[src/design/dnsr_pkg.sv]
// shared types and constants for the dns redirect responder
`timescale 1ns / 1ps

package dnsr_pkg;

    // default query length limit in bytes
    localparam int DEF_MAX_PACKET_BYTES = 512;

    // reply buffer size and fixed dns header size
    localparam int REPLY_BYTES  = 512;
    localparam int HEADER_BYTES = 12;

    // reset values of the configuration registers
    localparam logic [31:0] AP_ADDRESS_RESET = 32'hC0A8_0101;
    localparam logic [31:0] ANSWER_TTL_RESET = 32'd5;

    // configuration register indexes
    localparam logic CFG_AP_ADDRESS = 1'b0;
    localparam logic CFG_ANSWER_TTL = 1'b1;

    // query type of an a record
    localparam logic [15:0] QTYPE_A = 16'h0001;

    // action of a reply item
    typedef enum logic [1:0] {
        ACT_WRITE = 2'd0,
        ACT_SEND  = 2'd1,
        ACT_DROP  = 2'd2
    } t_action;

    // work handed from the byte walker to the result sequencer for one item
    typedef struct packed {
        logic       echo_v;     // echo write of this byte is emitted
        logic [8:0] echo_off;   // offset of the echo write
        logic [7:0] echo_byte;  // value of the echo write
        logic       eop;        // last byte of the query
        logic       ok;         // reply is sent, else dropped
        logic       is_a;       // a record answer is appended
        logic [8:0] ans_off;    // offset of the first answer byte
        logic [9:0] rlen;       // reply length on send
    } t_job;

endpackage

[src/design/dnsr_parse.sv]
// query byte walker: header echo, label walk, qtype capture and end of packet checks
`timescale 1ns / 1ps

module dnsr_parse
    import dnsr_pkg::*;
#(
    parameter int MAX_PACKET_BYTES = DEF_MAX_PACKET_BYTES
) (
    input  logic       i_clk,
    input  logic       i_rst_n,
    input  logic       i_accept,
    input  logic [7:0] i_data_byte,
    input  logic       i_end_of_packet,
    output t_job       o_job,
    output logic       o_job_has
);

    localparam int POS_W = $clog2(MAX_PACKET_BYTES + 1);
    localparam int EXT_W = $clog2(MAX_PACKET_BYTES + 257);

    logic [POS_W-1:0] r_pos,       n_pos;
    logic [EXT_W-1:0] r_next_lbl,  n_next_lbl;
    logic             r_seen,      n_seen;
    logic [POS_W-1:0] r_name_end,  n_name_end;
    logic [15:0]      r_qtype,     n_qtype;
    logic             r_overlong,  n_overlong;

    logic             in_range;
    logic [EXT_W-1:0] p_ext;
    logic [EXT_W-1:0] nea_ext;
    logic [EXT_W-1:0] new_nea_ext;
    logic [EXT_W-1:0] rlen_ext;
    logic             echo;
    logic             ok;
    logic             is_a;

    // walk one byte and work out the end of packet verdict
    always_comb begin
        in_range    = r_pos < POS_W'(MAX_PACKET_BYTES);
        p_ext       = EXT_W'(r_pos);
        nea_ext     = EXT_W'(r_name_end);
        n_pos       = r_pos;
        n_next_lbl  = r_next_lbl;
        n_seen      = r_seen;
        n_name_end  = r_name_end;
        n_qtype     = r_qtype;
        n_overlong  = r_overlong;
        echo        = 1'b0;

        if (!in_range) begin
            n_overlong = 1'b1;
        end else begin
            // id, question count and the question section are echoed
            if (r_pos == POS_W'(0) || r_pos == POS_W'(1) ||
                r_pos == POS_W'(4) || r_pos == POS_W'(5)) begin
                echo = 1'b1;
            end else if (r_pos >= POS_W'(HEADER_BYTES) &&
                         (!r_seen || p_ext <= nea_ext + EXT_W'(4))) begin
                echo = 1'b1;
            end
            // qtype follows the root label, otherwise walk label lengths
            if (r_seen) begin
                if (p_ext == nea_ext + EXT_W'(1)) begin
                    n_qtype = {i_data_byte, r_qtype[7:0]};
                end else if (p_ext == nea_ext + EXT_W'(2)) begin
                    n_qtype = {r_qtype[15:8], i_data_byte};
                end
            end else if (r_pos >= POS_W'(HEADER_BYTES) && p_ext == r_next_lbl) begin
                if (i_data_byte == 8'd0) begin
                    n_seen     = 1'b1;
                    n_name_end = r_pos;
                end else begin
                    n_next_lbl = p_ext + EXT_W'(i_data_byte) + EXT_W'(1);
                end
            end
            n_pos = r_pos + POS_W'(1);
        end

        // verdict on the finished packet
        new_nea_ext = EXT_W'(n_name_end);
        is_a        = n_qtype == QTYPE_A;
        rlen_ext    = new_nea_ext + EXT_W'(5) + (is_a ? EXT_W'(16) : EXT_W'(0));
        ok          = !n_overlong && n_pos >= POS_W'(HEADER_BYTES) && n_seen &&
                      (new_nea_ext + EXT_W'(5) <= EXT_W'(n_pos)) &&
                      (32'(rlen_ext) <= 32'(REPLY_BYTES));
    end

    // job for the result side
    always_comb begin
        o_job.echo_v    = echo && (32'(r_pos) < 32'(REPLY_BYTES));
        o_job.echo_off  = 9'(r_pos);
        o_job.echo_byte = i_data_byte;
        o_job.eop       = i_end_of_packet;
        o_job.ok        = ok;
        o_job.is_a      = is_a;
        o_job.ans_off   = 9'(new_nea_ext + EXT_W'(5));
        o_job.rlen      = 10'(rlen_ext);
        o_job_has       = o_job.echo_v || i_end_of_packet;
    end

    // per packet state, back to its start after the last byte
    always_ff @(posedge i_clk) begin
        if (!i_rst_n) begin
            r_pos      <= '0;
            r_next_lbl <= EXT_W'(HEADER_BYTES);
            r_seen     <= 1'b0;
            r_name_end <= '0;
            r_qtype    <= '0;
            r_overlong <= 1'b0;
        end else if (i_accept) begin
            if (i_end_of_packet) begin
                r_pos      <= '0;
                r_next_lbl <= EXT_W'(HEADER_BYTES);
                r_seen     <= 1'b0;
                r_name_end <= '0;
                r_qtype    <= '0;
                r_overlong <= 1'b0;
            end else begin
                r_pos      <= n_pos;
                r_next_lbl <= n_next_lbl;
                r_seen     <= n_seen;
                r_name_end <= n_name_end;
                r_qtype    <= n_qtype;
                r_overlong <= n_overlong;
            end
        end
    end

endmodule

[src/design/dnsr_emit.sv]
// result sequencer: job register, write and send list, output register
`timescale 1ns / 1ps

module dnsr_emit
    import dnsr_pkg::*;
(
    input  logic        i_clk,
    input  logic        i_rst_n,
    input  logic        i_load,
    input  t_job        i_job,
    input  logic [31:0] i_ap_address,
    input  logic [31:0] i_answer_ttl,
    output logic        o_ready,
    input  logic        i_m_tready,
    output logic        o_m_tvalid,
    output logic [31:0] o_m_tdata,   // write_offset[8:0], write_byte[16:9], reply_length[26:17]
    output logic [1:0]  o_m_tuser,   // action
    output logic        o_m_tlast    // final_result
);

    // sequence positions within one job
    localparam logic [4:0] STEP_ECHO     = 5'd0;
    localparam logic [4:0] STEP_HDR0     = 5'd1;
    localparam logic [4:0] STEP_HDR_LAST = 5'd8;
    localparam logic [4:0] STEP_ANS0     = 5'd9;
    localparam logic [4:0] STEP_ANS_LAST = 5'd24;
    localparam logic [4:0] STEP_SEND     = 5'd25;
    localparam logic [4:0] STEP_DROP     = 5'd26;

    t_job        r_job;
    logic        r_job_v;
    logic [4:0]  r_step;
    logic [4:0]  n_step;
    logic [4:0]  start_step;
    logic        r_m_tvalid;
    logic [31:0] r_m_tdata;
    logic [1:0]  r_m_tuser;
    logic        r_m_tlast;

    logic        out_load;
    logic        fire;
    logic        last;
    logic [4:0]  next_step;
    t_action     act;
    logic [8:0]  off;
    logic [7:0]  val;
    logic [9:0]  len;
    logic [2:0]  hdr_idx;
    logic [3:0]  ans_idx;

    assign out_load = !r_m_tvalid || i_m_tready;
    assign fire     = r_job_v && out_load;
    assign o_ready  = !r_job_v || (fire && last);

    // first position of an incoming job
    always_comb begin
        if (i_job.echo_v) begin
            start_step = STEP_ECHO;
        end else if (i_job.ok) begin
            start_step = STEP_HDR0;
        end else begin
            start_step = STEP_DROP;
        end
    end

    // result at the current position and the position after it
    always_comb begin
        hdr_idx   = 3'(r_step - STEP_HDR0);
        ans_idx   = 4'(r_step - STEP_ANS0);
        act       = ACT_WRITE;
        off       = '0;
        val       = '0;
        len       = '0;
        last      = 1'b0;
        next_step = r_step + 5'd1;
        unique case (r_step) inside
            STEP_ECHO: begin
                off  = r_job.echo_off;
                val  = r_job.echo_byte;
                last = !r_job.eop;
                next_step = r_job.ok ? STEP_HDR0 : STEP_DROP;
            end
            [STEP_HDR0:STEP_HDR_LAST]: begin
                // flags 0x8180, answer count, zero authority and additional counts
                case (hdr_idx)
                    3'd0:    begin off = 9'd2;  val = 8'h81; end
                    3'd1:    begin off = 9'd3;  val = 8'h80; end
                    3'd2:    begin off = 9'd6;  val = 8'h00; end
                    3'd3:    begin off = 9'd7;  val = {7'd0, r_job.is_a}; end
                    3'd4:    begin off = 9'd8;  val = 8'h00; end
                    3'd5:    begin off = 9'd9;  val = 8'h00; end
                    3'd6:    begin off = 9'd10; val = 8'h00; end
                    default: begin off = 9'd11; val = 8'h00; end
                endcase
                if (r_step == STEP_HDR_LAST) begin
                    next_step = r_job.is_a ? STEP_ANS0 : STEP_SEND;
                end
            end
            [STEP_ANS0:STEP_ANS_LAST]: begin
                // name pointer, type a, class in, ttl, length 4, address
                off = r_job.ans_off + 9'(ans_idx);
                case (ans_idx)
                    4'd0:    val = 8'hC0;
                    4'd1:    val = 8'h0C;
                    4'd2:    val = 8'h00;
                    4'd3:    val = 8'h01;
                    4'd4:    val = 8'h00;
                    4'd5:    val = 8'h01;
                    4'd6:    val = i_answer_ttl[31:24];
                    4'd7:    val = i_answer_ttl[23:16];
                    4'd8:    val = i_answer_ttl[15:8];
                    4'd9:    val = i_answer_ttl[7:0];
                    4'd10:   val = 8'h00;
                    4'd11:   val = 8'h04;
                    4'd12:   val = i_ap_address[31:24];
                    4'd13:   val = i_ap_address[23:16];
                    4'd14:   val = i_ap_address[15:8];
                    default: val = i_ap_address[7:0];
                endcase
            end
            STEP_SEND: begin
                act  = ACT_SEND;
                len  = r_job.rlen;
                last = 1'b1;
            end
            default: begin
                act  = ACT_DROP;
                last = 1'b1;
            end
        endcase
    end

    // next position of the sequencer
    always_comb begin
        if (i_load) begin
            n_step = start_step;
        end else if (fire && !last) begin
            n_step = next_step;
        end else begin
            n_step = r_step;
        end
    end

    // job register
    always_ff @(posedge i_clk) begin
        if (!i_rst_n) begin
            r_job_v <= 1'b0;
            r_step  <= STEP_ECHO;
        end else begin
            r_step <= n_step;
            if (i_load) begin
                r_job_v <= 1'b1;
            end else if (fire && last) begin
                r_job_v <= 1'b0;
            end
        end
    end

    always_ff @(posedge i_clk) begin
        if (i_load) begin
            r_job <= i_job;
        end
    end

    // output register
    always_ff @(posedge i_clk) begin
        if (!i_rst_n) begin
            r_m_tvalid <= 1'b0;
        end else if (out_load) begin
            r_m_tvalid <= fire;
        end
    end

    always_ff @(posedge i_clk) begin
        if (fire) begin
            r_m_tdata <= {5'd0, len, val, off};
            r_m_tuser <= act;
            r_m_tlast <= last;
        end
    end

    assign o_m_tvalid = r_m_tvalid;
    assign o_m_tdata  = r_m_tdata;
    assign o_m_tuser  = r_m_tuser;
    assign o_m_tlast  = r_m_tlast;

endmodule

[src/design/dns_redirect_responder.sv]
// top level of the captive portal dns redirect responder
`timescale 1ns / 1ps

// Takes a DNS query one byte per item on the slave stream (tlast on the final byte)
// and emits byte writes that build the reply, then a send with the reply length or a
// drop. Query bytes are taken one per clock while the output is not stalled; a byte that
// is echoed or not gives at most one result, so a steady stream runs at one item per cycle.
// The final byte of a packet holds the result side for all its results (echo, eight header
// writes, sixteen answer writes for type A, send), one result per cycle through the output
// register unless i_m_tready stalls it, and no new byte is taken until its last result has
// been loaded. Configuration writes are always accepted and must only be made while no
// packet is in flight. There is no clearing pass after reset.

module dns_redirect_responder
    import dnsr_pkg::*;
#(
    parameter int MAX_PACKET_BYTES = DEF_MAX_PACKET_BYTES
) (
    input  logic        i_clk,
    input  logic        i_rst_n,
    // query stream
    input  logic        i_s_tvalid,
    output logic        o_s_tready,
    input  logic [7:0]  i_s_tdata,   // data_byte
    input  logic        i_s_tlast,   // end_of_packet
    // reply write stream
    output logic        o_m_tvalid,
    input  logic        i_m_tready,
    output logic [31:0] o_m_tdata,   // write_offset[8:0], write_byte[16:9], reply_length[26:17]
    output logic [1:0]  o_m_tuser,   // action
    output logic        o_m_tlast,   // final_result
    // configuration writes
    input  logic        i_cfg_valid,
    output logic        o_cfg_ready,
    input  logic        i_cfg_index,
    input  logic [31:0] i_cfg_data
);

    logic [31:0] r_ap_addr;
    logic [31:0] r_answer_ttl;
    t_job        job;
    logic        job_has;
    logic        accept;
    logic        emit_ready;

    assign o_cfg_ready = 1'b1;
    assign o_s_tready  = emit_ready;
    assign accept      = i_s_tvalid && emit_ready;

    // configuration registers
    always_ff @(posedge i_clk) begin
        if (!i_rst_n) begin
            r_ap_addr    <= AP_ADDRESS_RESET;
            r_answer_ttl <= ANSWER_TTL_RESET;
        end else if (i_cfg_valid) begin
            unique case (i_cfg_index)
                CFG_AP_ADDRESS: r_ap_addr    <= i_cfg_data;
                CFG_ANSWER_TTL: r_answer_ttl <= i_cfg_data;
                default: ;
            endcase
        end
    end

    // byte walker
    dnsr_parse #(
        .MAX_PACKET_BYTES(MAX_PACKET_BYTES)
    ) u_parse (
        .i_clk          (i_clk),
        .i_rst_n        (i_rst_n),
        .i_accept       (accept),
        .i_data_byte    (i_s_tdata),
        .i_end_of_packet(i_s_tlast),
        .o_job          (job),
        .o_job_has      (job_has)
    );

    // result sequencer
    dnsr_emit u_emit (
        .i_clk       (i_clk),
        .i_rst_n     (i_rst_n),
        .i_load      (accept && job_has),
        .i_job       (job),
        .i_ap_address(r_ap_addr),
        .i_answer_ttl(r_answer_ttl),
        .o_ready     (emit_ready),
        .i_m_tready  (i_m_tready),
        .o_m_tvalid  (o_m_tvalid),
        .o_m_tdata   (o_m_tdata),
        .o_m_tuser   (o_m_tuser),
        .o_m_tlast   (o_m_tlast)
    );

endmodule
[config.mk]
export PLATFORM = sky130hd
export DESIGN_NAME = dns_redirect_responder
export DESIGN_NICKNAME = d
export VERILOG_FILES = /design/src/design/dnsr_pkg.sv /design/src/design/dnsr_parse.sv /design/src/design/dnsr_emit.sv /design/src/design/dns_redirect_responder.sv
export SDC_FILE = /design/constraint.sdc
export NUM_CORES = 1
export LEC_CHECK = 0
export BUFFER_PORTS_ARGS = -buffer_cell sky130_fd_sc_hd__clkbuf_2
export CAP_MARGIN = 25
export CORE_MARGIN = 2
export CORE_UTILIZATION = 40
export CTS_BUF_LIST = sky130_fd_sc_hd__clkbuf_4
export CTS_CLUSTER_SIZE = 20
export DETAILED_ROUTE_END_ITERATION = 12
export GPL_ROUTABILITY_DRIVEN = 1
export GPL_TIMING_DRIVEN = 1
export PLACE_DENSITY_LB_ADDON = 0.05
export SKIP_LAST_GASP = 1
export SLEW_MARGIN = 30
export SYNTH_ARGS = -nofsm -noshare
export SYNTH_HDL_FRONTEND = slang
export SYNTH_SLANG_ARGS = --single-unit
[constraint.sdc]
create_clock -name i_clk -period 6.1 [get_ports i_clk]
set_input_delay 0.915 -clock i_clk [delete_from_list [all_inputs] [get_ports i_clk]]
set_output_delay 0.915 -clock i_clk [all_outputs]
set_load 0.03 [all_outputs]
### Yosys cells after proc, flatten, opt, wreduce, memory -nomap -nowiden

Cells that the tools add are included.

| cells by class | value |
|---|---|
| $add $sub $neg | 12 |
| multiply operators | 0 |
| divide/modulo/power cells | 0 |
| $lt $le $gt $ge | 11 |
| equal/unequal tests | 31 |
| shifts and indexed selects | 0 |
| mux-type cells | 45 |
| bitwise logic cells | 1 |
| reduce and logical (&&, ||, !) cells | 43 |

Operator list:

| kind | count |
|---|---|
| $mux 10 | 12 |
| $pmux 8 s12 | 1 |
| $mux 16 | 4 |
| $pmux 8 s3 | 2 |
| $mux 5 | 8 |
| $add 10x1->10 const B | 3 |
| $eq 10x10->1 | 3 |
| $eq 4x4->1 const B | 7 |
| $pmux 4 s7 | 1 |
| $pmux 9 s3 | 1 |
| $add 10x3->10 const B | 2 |
| $eq 10x3->1 const B | 2 |
| $ge 10x4->1 const B | 2 |
| $le 10x10->1 | 2 |
| $lt 10x10->1 const B | 2 |
| $eq 16x1->1 const B | 1 |
| $eq 4x3->1 const B | 4 |
| $logic_and 1x1->1 | 14 |
| $mux 1 | 12 |
| $add 10x10->10 | 1 |
| $add 10x2->10 const B | 1 |
| $add 10x8->10 | 1 |
| $eq 10x1->1 const B | 1 |
| $le 10x10->1 const B | 1 |
| 33 further kinds | 55 |

| word-level totals | value |
|---|---|
| register bits after elaboration | 188 |
| bits in latches | 0 |
| memory bits (writable) | 0 |
| bits in read-only memories | 0 |
| input port bits | 47 |
| memories | 0 |

### Logic depth before layout (Yosys ltp)

Gate-level depths: netlist of the first run.

| depth | value |
|---|---|
| depth after elaboration | 14 |
| gate-level depth with buffers | 24 |
| gate-level depth less buffers | 21 |

### By module

From an unflattened synthesis of the first run, not the netlist that was laid out.

| second synthesis, totals | value |
|---|---|
| cell total of the unflattened synthesis | 1,156 |
| area, all modules | 11,075.6 um^2 |

Modules (own cells, without submodules):

| module | instances | cells each | area each (um^2) | sequential area each (um^2) |
|---|---|---|---|---|
| dnsr_parse | 1 | 573 | 4,541.9 | 960.9 |
| dnsr_emit | 1 | 323 | 3,942.5 | 2,212.1 |
| dns_redirect_responder | 1 | 260 | 2,591.2 | 1,281.2 |

### Least setup slack after synthesis of the first run

OpenSTA, ideal clock, no wires.

| path | value |
|---|---|
| path kind | input -> register |
| start | input port i_s_tdata[5] |
| end | register u_emit.r_step[1] |
| library setup time | 129 ps |
| data arrival time | 5,377 ps |
| required time | 5,971 ps |
| setup slack | 594 ps |
| cell stages on the path | 21 |
| buffers on the path | 2 |
| cell sequence | nor4_1 -> nand4_1 -> nor3_4 -> buf_2 -> mux2_2 -> ha_1 -> clkbuf_1 -> o21ai_0 -> xnor2_1 -> nor2_1 -> a21oi_1 -> ha_1 -> ha_1 -> nor2_1 -> nand2_1 -> or3_1 -> a21oi_1 -> o22ai_1 -> o41a_1 -> a2111oi_0 -> nor2_1 |

RTL lines:

| what | line | text |
|---|---|---|
| start: declaration | dns_redirect_responder.sv:24 | `input logic [7:0] i_s_tdata,` |
| end signal: assignment | dnsr_emit.sv:150 | `r_step <= n_step;` |
| end: declaration | dnsr_emit.sv:32 | `logic [4:0] r_step;` |

==> metrics.md, run 1 <==
| Metric | Value |
|---|---|
| Layout net count | `1344` |
| Sequential fraction of the synthesis area | `0.4106` |
| Global Route Usage Sum | `0.2219` |
| Max_cap viols | `0` |
| Vias per cell | `5.524` |
| First-pass GRT wire length | `49030 µm` |
| Share of layout cells above drive strength 1 | `0.1278` |
| Die Y | `between 150 and 200 µm` |
| Crit start category | `flip-flop` |
| CTS root buf | `clkbuf_4` |
| Critical-path cell list | `ha_1 > nand2_1 > xnor2_1 > nand4b_1 > a2111oi_0 > nand4_1 > nand4b_1 > o31a_1 > o22ai_1 > ha_1 > ha_1 > nor2_1 > nand2_1 > or3_1 > a21oi_1 > o22ai_1 > o41a_1 > a2111oi_0 > nor2_1` |
| Setup bufs post-CTS | `0` |
| GR Overflow Total | `0` |
| Smallest hold slack | `roughly 0.48 ns` |
| Mean Syn Cell Area | `8.781 µm²` |
| Largest net degree at the start of global routing | `120` |
| Hold Fails Final Rpt | `0` |
| Yosys top cell area share | `0.2257` |
| Max-slew violations | `0` |
| RSZ-0062 raised after global routing | `false` |
| CP Data Required Time | `~6.6 ns` |
| Dpl cell area | `11260 µm²` |
| Unique cell type count in the Yosys netlist | `75` |
| H-tree Lvls | `4` |
| Setup TNS | `0 ns` |
| PortBufs | `78` |
| Final wirelength | `30560 µm` |
| Pre-Repair DR Iteration Count | `5` |
| DRC | `0` |
| Most frequent cell after synthesis | `nand2_1` |
| Cell accounting for the most synthesized area | `dfxtp_1` |
| Starting Density | `0.4062` |
| Period utilization | `0.9072` |
| Clock Pin Slew Worst Setup and Hold Paths | `roughly 0.18 ns` |
| Max VDD drop | `between 0.0002 and 0.0003 V` |
| Row cnt | `59` |
| Main synth FF type | `dfxtp_1` |
| Design Area, Final | `11590 µm²` |
| Die Footprint | `27700 µm²` |
| Mapped cell area | `10560 µm²` |
| Cell family with most CP delay | `compound AO/OA/AOI/OAI gates` |
| WP buf/inv | `0` |
| Register bit count reported by yosys | `roughly 180` |
| Crit path max fanout | `16` |
| Synth async-reset ratio | `0` |
| # setup viols final | `0` |
| Cells after Synth | `1202` |
| Synth warn | `0` |
| Fmax | `roughly 0.18 GHz` |
| Via count | `between 8000 and 9000` |
| DRT antenna net count | `0` |
| # clock sinks | `between 150 and 200` |
| Critical path's slowest cell | `dfxtp_1` |
| Hold Crit Class | `flip-flop to flip-flop` |
| Skew final | `around 0.042 ns` |
| Initial antenna violation count | `1` |
| Clock Latency Late Sink | `0.58 ns` |
| Power Dens Cells | `~350 nW/µm²` |
| Post-CTS Resized | `0` |
| IO Pins | `85` |
| CTS Buf Count | `17` |
| Area contributors post-synth | `dfxtp_1, edfxtp_1, nand2_1` |
| Wire per inst | `19.15 µm` |
| Chip Width | `between 150 and 200 µm` |
| Total power | `4.095 mW` |
| Clk buf depth | `2` |
| Hold Buf Count CTS | `0` |
| CP peak stage delay | `roughly 0.75 ns` |
| Filler cell count | `~2700` |
| Final GP Congestion | `0.8465` |
| CTS tree | `yes` |
| Setup crit end kind | `flip-flop` |
| Status | `finished clean` |
| Critical path class | `flip-flop to flip-flop` |
| CP arrival | `about 6 ns` |
| Final min period | `5.534 ns` |
| Synthesis-to-layout area growth | `9.815%` |
| Top cells by instance count after synthesis | `nand2_1, dfxtp_1, a21boi_0, nor2_1, clkbuf_1` |
| Slew at the pin closest to its max-slew limit | `0.9659 ns` |
| Core Box Area | `25980 µm²` |
| Most frequent CP cell | `ha_1` |
| Vias in the first global route | `around 8500` |
| Post-DP HPWL | `~22000 µm` |
| EDFF count, synth | `65` |
| Max_slew headroom | `0.3547` |
| Static leakage | `between 4 and 5 nW` |
| Initial DRC count | `between 700 and 800` |
cells in the final DEF, fill, tap and decap left out, types with 6 or more instances in the layout:
cell type,instances
o221ai_1,8
o22ai_1,8
nor2b_1,34
and3_1,9
a21oi_1,51
nand3_1,32
conb_1,6
dfxtp_1,119
clkbuf_2,77
o21ai_0,43
ha_1,48
o21a_1,6
a31oi_1,7
a221oi_1,14
inv_1,35
mux2i_1,10
or3_1,9
buf_4,26
o211ai_1,6
xnor2_1,50
nor3_1,30
clkbuf_4,18
a21o_1,7
xor2_1,21
nand2_1,205
nand2b_1,18
nand4_1,12
edfxtp_1,65
a22oi_1,20
nor2_1,67
nor4b_1,7
a21boi_0,70
and2_1,15
state kept, by name, summed over array words and instances, names as in the netlist:
name,count
u_emit.r_step,5
u_emit.r_job_v,1
r_answer_ttl,32
u_parse.r_qtype,16
u_parse.r_overlong,1
u_emit.o_m_tuser,2
u_parse.nea_ext,10
r_ap_addr,32
u_parse.r_seen,1
u_emit.r_job,35
u_emit.o_m_tlast,1
u_parse.p_ext,10
u_emit.o_m_tvalid,1
u_parse.r_next_lbl,10
u_emit.o_m_tdata,27
worst reg2reg max path, delay by kind of cell, from the launching register on:
| family | cells | cell delay [ns] |
|---|---|---|
| AOI/OAI and AO/OA | 7 | 2.12 |
| and+or+nand+nor | 8 | 1.42 |
| adders and majority gates | 3 | 0.98 |
| DFF | 1 | 0.75 |
| xor gates and xnor gates | 1 | 0.15 |
layer usage:
| layer | GRT usage | vias up | routed length [µm] |
|---|---|---|---|
| li1 | - | 4354 | - |
| met1 | 0.3263 | 4208 | 15100 |
| met2 | 0.3408 | 236 | 13580 |
| met3 | 0.04254 | 18 | 1617 |
| met4 | 0.04423 | 0 | 262 |
| met5 | 0 | - | 0 |
worst paths after layout:
| path | from | to | slack [ns] | depth (start not counted) |
|---|---|---|---|---|
| worst min-delay path | u_parse.r_next_lbl[9] | u_parse.r_next_lbl[9] | 0.48 | 2 |
| worst max-delay path | u_parse.nea_ext[2] | u_emit.r_step[1] | 0.57 | 19 |
| worst max register to register | u_parse.nea_ext[2] | u_emit.r_step[1] | 0.57 | 19 |
| worst min register to register | u_parse.r_next_lbl[9] | u_parse.r_next_lbl[9] | 0.48 | 2 |
area by class of cell:
type	count	area (µm²)	area share
Antenna cell	1	2.502	0.0002159
Clock buffer	18	135.1	0.01166
Clock inverter	14	186.4	0.01608
Inverter	36	135.1	0.01166
Multi-Input combinational cell	903	5782	0.4988
Sequential cell	184	4334	0.3739
Tap cell	335	419.2	0.03616
Timing Repair Buffer	105	596.8	0.05149
per-stage QoR:
| stage | setup slack, ns | cells | utilization |
|---|---|---|---|
| floorplan | 0.5936 | 1206 | - |
| global placement | 0.4159 | 1563 | 0.4331 |
| detailed placement | 0.3255 | 1563 | 0.4334 |
| CTS | 0.6135 | 1595 | 0.4458 |
| global route | 0.1364 | 1596 | 0.4461 |
| finish | 0.5660 | 1596 | 0.4461 |
kinds of logic after synthesis:
family	count (synthesis)	share of synthesized area
AOI/OAI and AO/OA	290	0.1935
xor gates and xnor gates	71	0.05891
adders and majority gates	51	0.06164
buffers and inverters	119	0.04540
DFF	184	0.4106
muxes	14	0.01375
other	2	0.0007115
and+or+nand+nor	471	0.2155
where the power goes:
group / internal (mW) / switching [mW] / leakage [nW]
Sequential: 1.60 / 0.141 / 1.60
Combinational: 0.504 / 1.12 / 2.53
Clock: 0.235 / 0.499 / 0.169
Power figures use the tool's default switching activity.
==> run 2, diff against run 1 <==
--- a/config.mk
+++ b/config.mk
@@ -5,6 +5,7 @@
 export SDC_FILE = /design/constraint.sdc
 export NUM_CORES = 1
 export LEC_CHECK = 0
+export ABC_AREA = 1
 export BUFFER_PORTS_ARGS = -buffer_cell sky130_fd_sc_hd__clkbuf_2
 export CAP_MARGIN = 25
 export CORE_MARGIN = 2
==> metrics.md, run 2 <==
| Metric | Value |
|---|---|
| Status | `finished clean` |
| H-tree Lvls | `4` |
| Clock Pin Slew Worst Setup and Hold Paths | `between 0.15 and 0.2 ns` |
| RSZ-0062 raised after global routing | `false` |
| Cell accounting for the most synthesized area | `dfxtp_1` |
| Share of layout cells above drive strength 1 | `0.1530` |
| Crit start category | `flip-flop` |
| Dpl ws | `between 1 and 1.5 ns` |
| Hold Buf Count CTS | `0` |
| Synth warn | `0` |
| Skew final | `slightly above 0.05 ns` |
| Static leakage | `just under 5 nW` |
| Global Route Usage Sum | `0.2296` |
| Dpl cell area | `11250 µm²` |
| Dpl cells | `1746` |
| CTS root buf | `clkbuf_4` |
| Largest net degree at the start of global routing | `a little under 80` |
| Area contributors post-synth | `dfxtp_1, edfxtp_1, nand2_1` |
| Clock Latency Late Sink | `around 0.62 ns` |
| Setup bufs post-CTS | `0` |
| EDFF count, synth | `65` |
| # clock sinks | `184` |
| Via count | `between 9000 and 10000` |
| Sequential fraction of the synthesis area | `0.4096` |
| Pre-Repair DR Iteration Count | `5` |
| Final GP Congestion | `approximately 0.88` |
| Slew at the pin closest to its max-slew limit | `between 0.8 and 0.9 ns` |
| CTS tree | `yes` |
| Largest register FFs | `35` |
| Register bit count reported by yosys | `~180` |
| Layout net count | `roughly 1500` |
| Max_slew headroom | `0.4126` |
| Top flop regs | `u_emit.r_job x35, r_answer_ttl x32, r_ap_addr x32` |
| Max VDD drop | `approximately 0.00015 V` |
| CP arrival | `roughly 5.4 ns` |
| Post-DP HPWL | `22710 µm` |
| IO Pins | `between 80 and 90` |
| Most common cell after layout, fill and taps aside | `nand2_1` |
| Period utilization | `0.8106` |
| Most frequent cell after synthesis | `nand2_1` |
| Design Area, Final | `11620 µm²` |
| Unique cell type count in the Yosys netlist | `62` |
| Starting Density | `0.4072` |
| Biggest register | `u_emit.r_job` |
| Die Y | `between 150 and 200 µm` |
| Post-CTS Resized | `0` |
| Row cnt | `about 60` |
| Yosys top cell area share | `0.2251` |
| CP Data Required Time | `6.58 ns` |
| Initial DRC count | `approximately 710` |
| Crit path max fanout | `16` |
| PortBufs | `just under 80` |
| DRC | `0` |
| Vias in the first global route | `just under 9000` |
| Most frequent cells in the layout | `nand2_1, nor2_1, inv_1` |
| Synth async-reset ratio | `0` |
| Wire per inst | `approximately 18 µm` |
| Setup crit end kind | `flip-flop` |
| Fmax | `slightly above 0.2 GHz` |
| Final wirelength | `31340 µm` |
| DRT antenna net count | `0` |
| # setup viols final | `0` |
| Vias per cell | `between 5 and 6` |
| Chip Width | `~170 µm` |
| Post-route worst setup slack | `1.155 ns` |
| Max-slew violations | `0` |
| Die Footprint | `27770 µm²` |
| Power Dens Cells | `between 200 and 300 nW/µm²` |
| First-pass GRT wire length | `between 50000 and 60000 µm` |
| Core Box Area | `~26000 µm²` |
| Final min period | `between 4 and 5 ns` |
| Cell Count, Final, Fillers Out | `about 1800` |
| Critical path class | `flip-flop to flip-flop` |
| Max_cap viols | `0` |
| Setup TNS | `0 ns` |
| Cells after Synth | `roughly 1400` |
| Hold Crit Class | `flip-flop to flip-flop` |
| GR Overflow Total | `0` |
| Mean Syn Cell Area | `7.729 µm²` |
| CTS Buf Count | `17` |
| Synthesis-to-layout area growth | `9.802%` |
| Clk buf depth | `2` |
| Initial antenna violation count | `1` |
| Smallest hold slack | `0.4699 ns` |
| Hold Fails Final Rpt | `0` |
| Mapped cell area | `10580 µm²` |
| Main synth FF type | `dfxtp_1` |
| Top cells by instance count after synthesis | `nand2_1, nor2_1, inv_1, dfxtp_1, o21ai_0` |
==> run 2: cell type report <==
| class | count | area, µm² |
|---|---|---|
| well taps | 335 | 419.2 |
| fillers | 2685 | 14370 |
| diodes | 2 | 5.005 |
| repair buffers | 95 | 538.0 |
| clock inverters | 15 | 210.2 |
| multi-input cells | 981 | 5411 |
| inverters | 152 | 573.1 |
| clock buffers | 17 | 127.6 |
| flip-flops and latches | 184 | 4334 |
==> run 2: metrics by stage <==
stage / utilization / power, mW
floorplan: - / 2.137
global placement: 0.4329 / 2.458
detailed placement: 0.4329 / 2.456
CTS: 0.4459 / 3.238
global route: 0.4471 / 3.414
finish: 0.4471 / 3.219
==> run 2: cells by family (layout without fill, tap and decap cells) <==
group	after synthesis	after routing	share of synthesized area
AOI/OAI and AO/OA	258	258	0.1469
xor gates and xnor gates	41	41	0.03394
adders and majority gates	50	50	0.06054
buffers and inverters	208	279	0.08254
DFF	184	184	0.4096
muxes	1	1	0.0009460
other	2	8	0.0007097
and+or+nand+nor	625	625	0.2649
==> run 2: where the power goes <==
part           internal, mW  switching [mW]  leakage (nW)
Sequential             1.42          0.0636          1.60
Combinational         0.268           0.689          3.16
Clock                 0.246           0.534         0.178
Total                  1.93            1.29          4.94
==> run 2: worst max-delay path: stages (launching register included) <==
cell     delay (ns)
dfxtp_1        0.56
ha_1           0.28
nand3_1        0.17
nor2_1         0.20
nand2_1        0.09
xor2_1         0.15
nand2_1        0.08
nor4_1         0.27
nand4_1        0.52
nand2_1        0.18
o21ai_0        0.13
nor4_1         0.41
nand2_1        0.10
nor2_1         0.37
ha_1           0.26
ha_1           0.25
nor3_1         0.19
nand3_1        0.12
nor2_1         0.12
nand3_1        0.09
nand2_2        0.09
nand2_2        0.07
nand2_4        0.09
a21oi_2        0.05
==> run 2: routing by layer <==
layer / GRT usage / vias to the layer above / share of wire
li1: - / 4667 / -
met3: 0.02971 / 27 / 0.043
met2: 0.3665 / 222 / 0.45
met5: 0 / - / 0
met1: 0.3267 / 4320 / 0.49
met4: 0.06559 / 0 / 0.017
==> run 2: final timing paths <==
path,from,end,slack (ns),depth (start not counted)
worst max-delay path,u_parse.nea_ext[2],u_emit.r_step[4],1.16,23
worst min-delay path,r_ap_addr[22],r_ap_addr[22],0.47,2
worst max register to register,u_parse.nea_ext[2],u_emit.r_step[4],1.16,23
worst min register to register,r_ap_addr[22],r_ap_addr[22],0.47,2
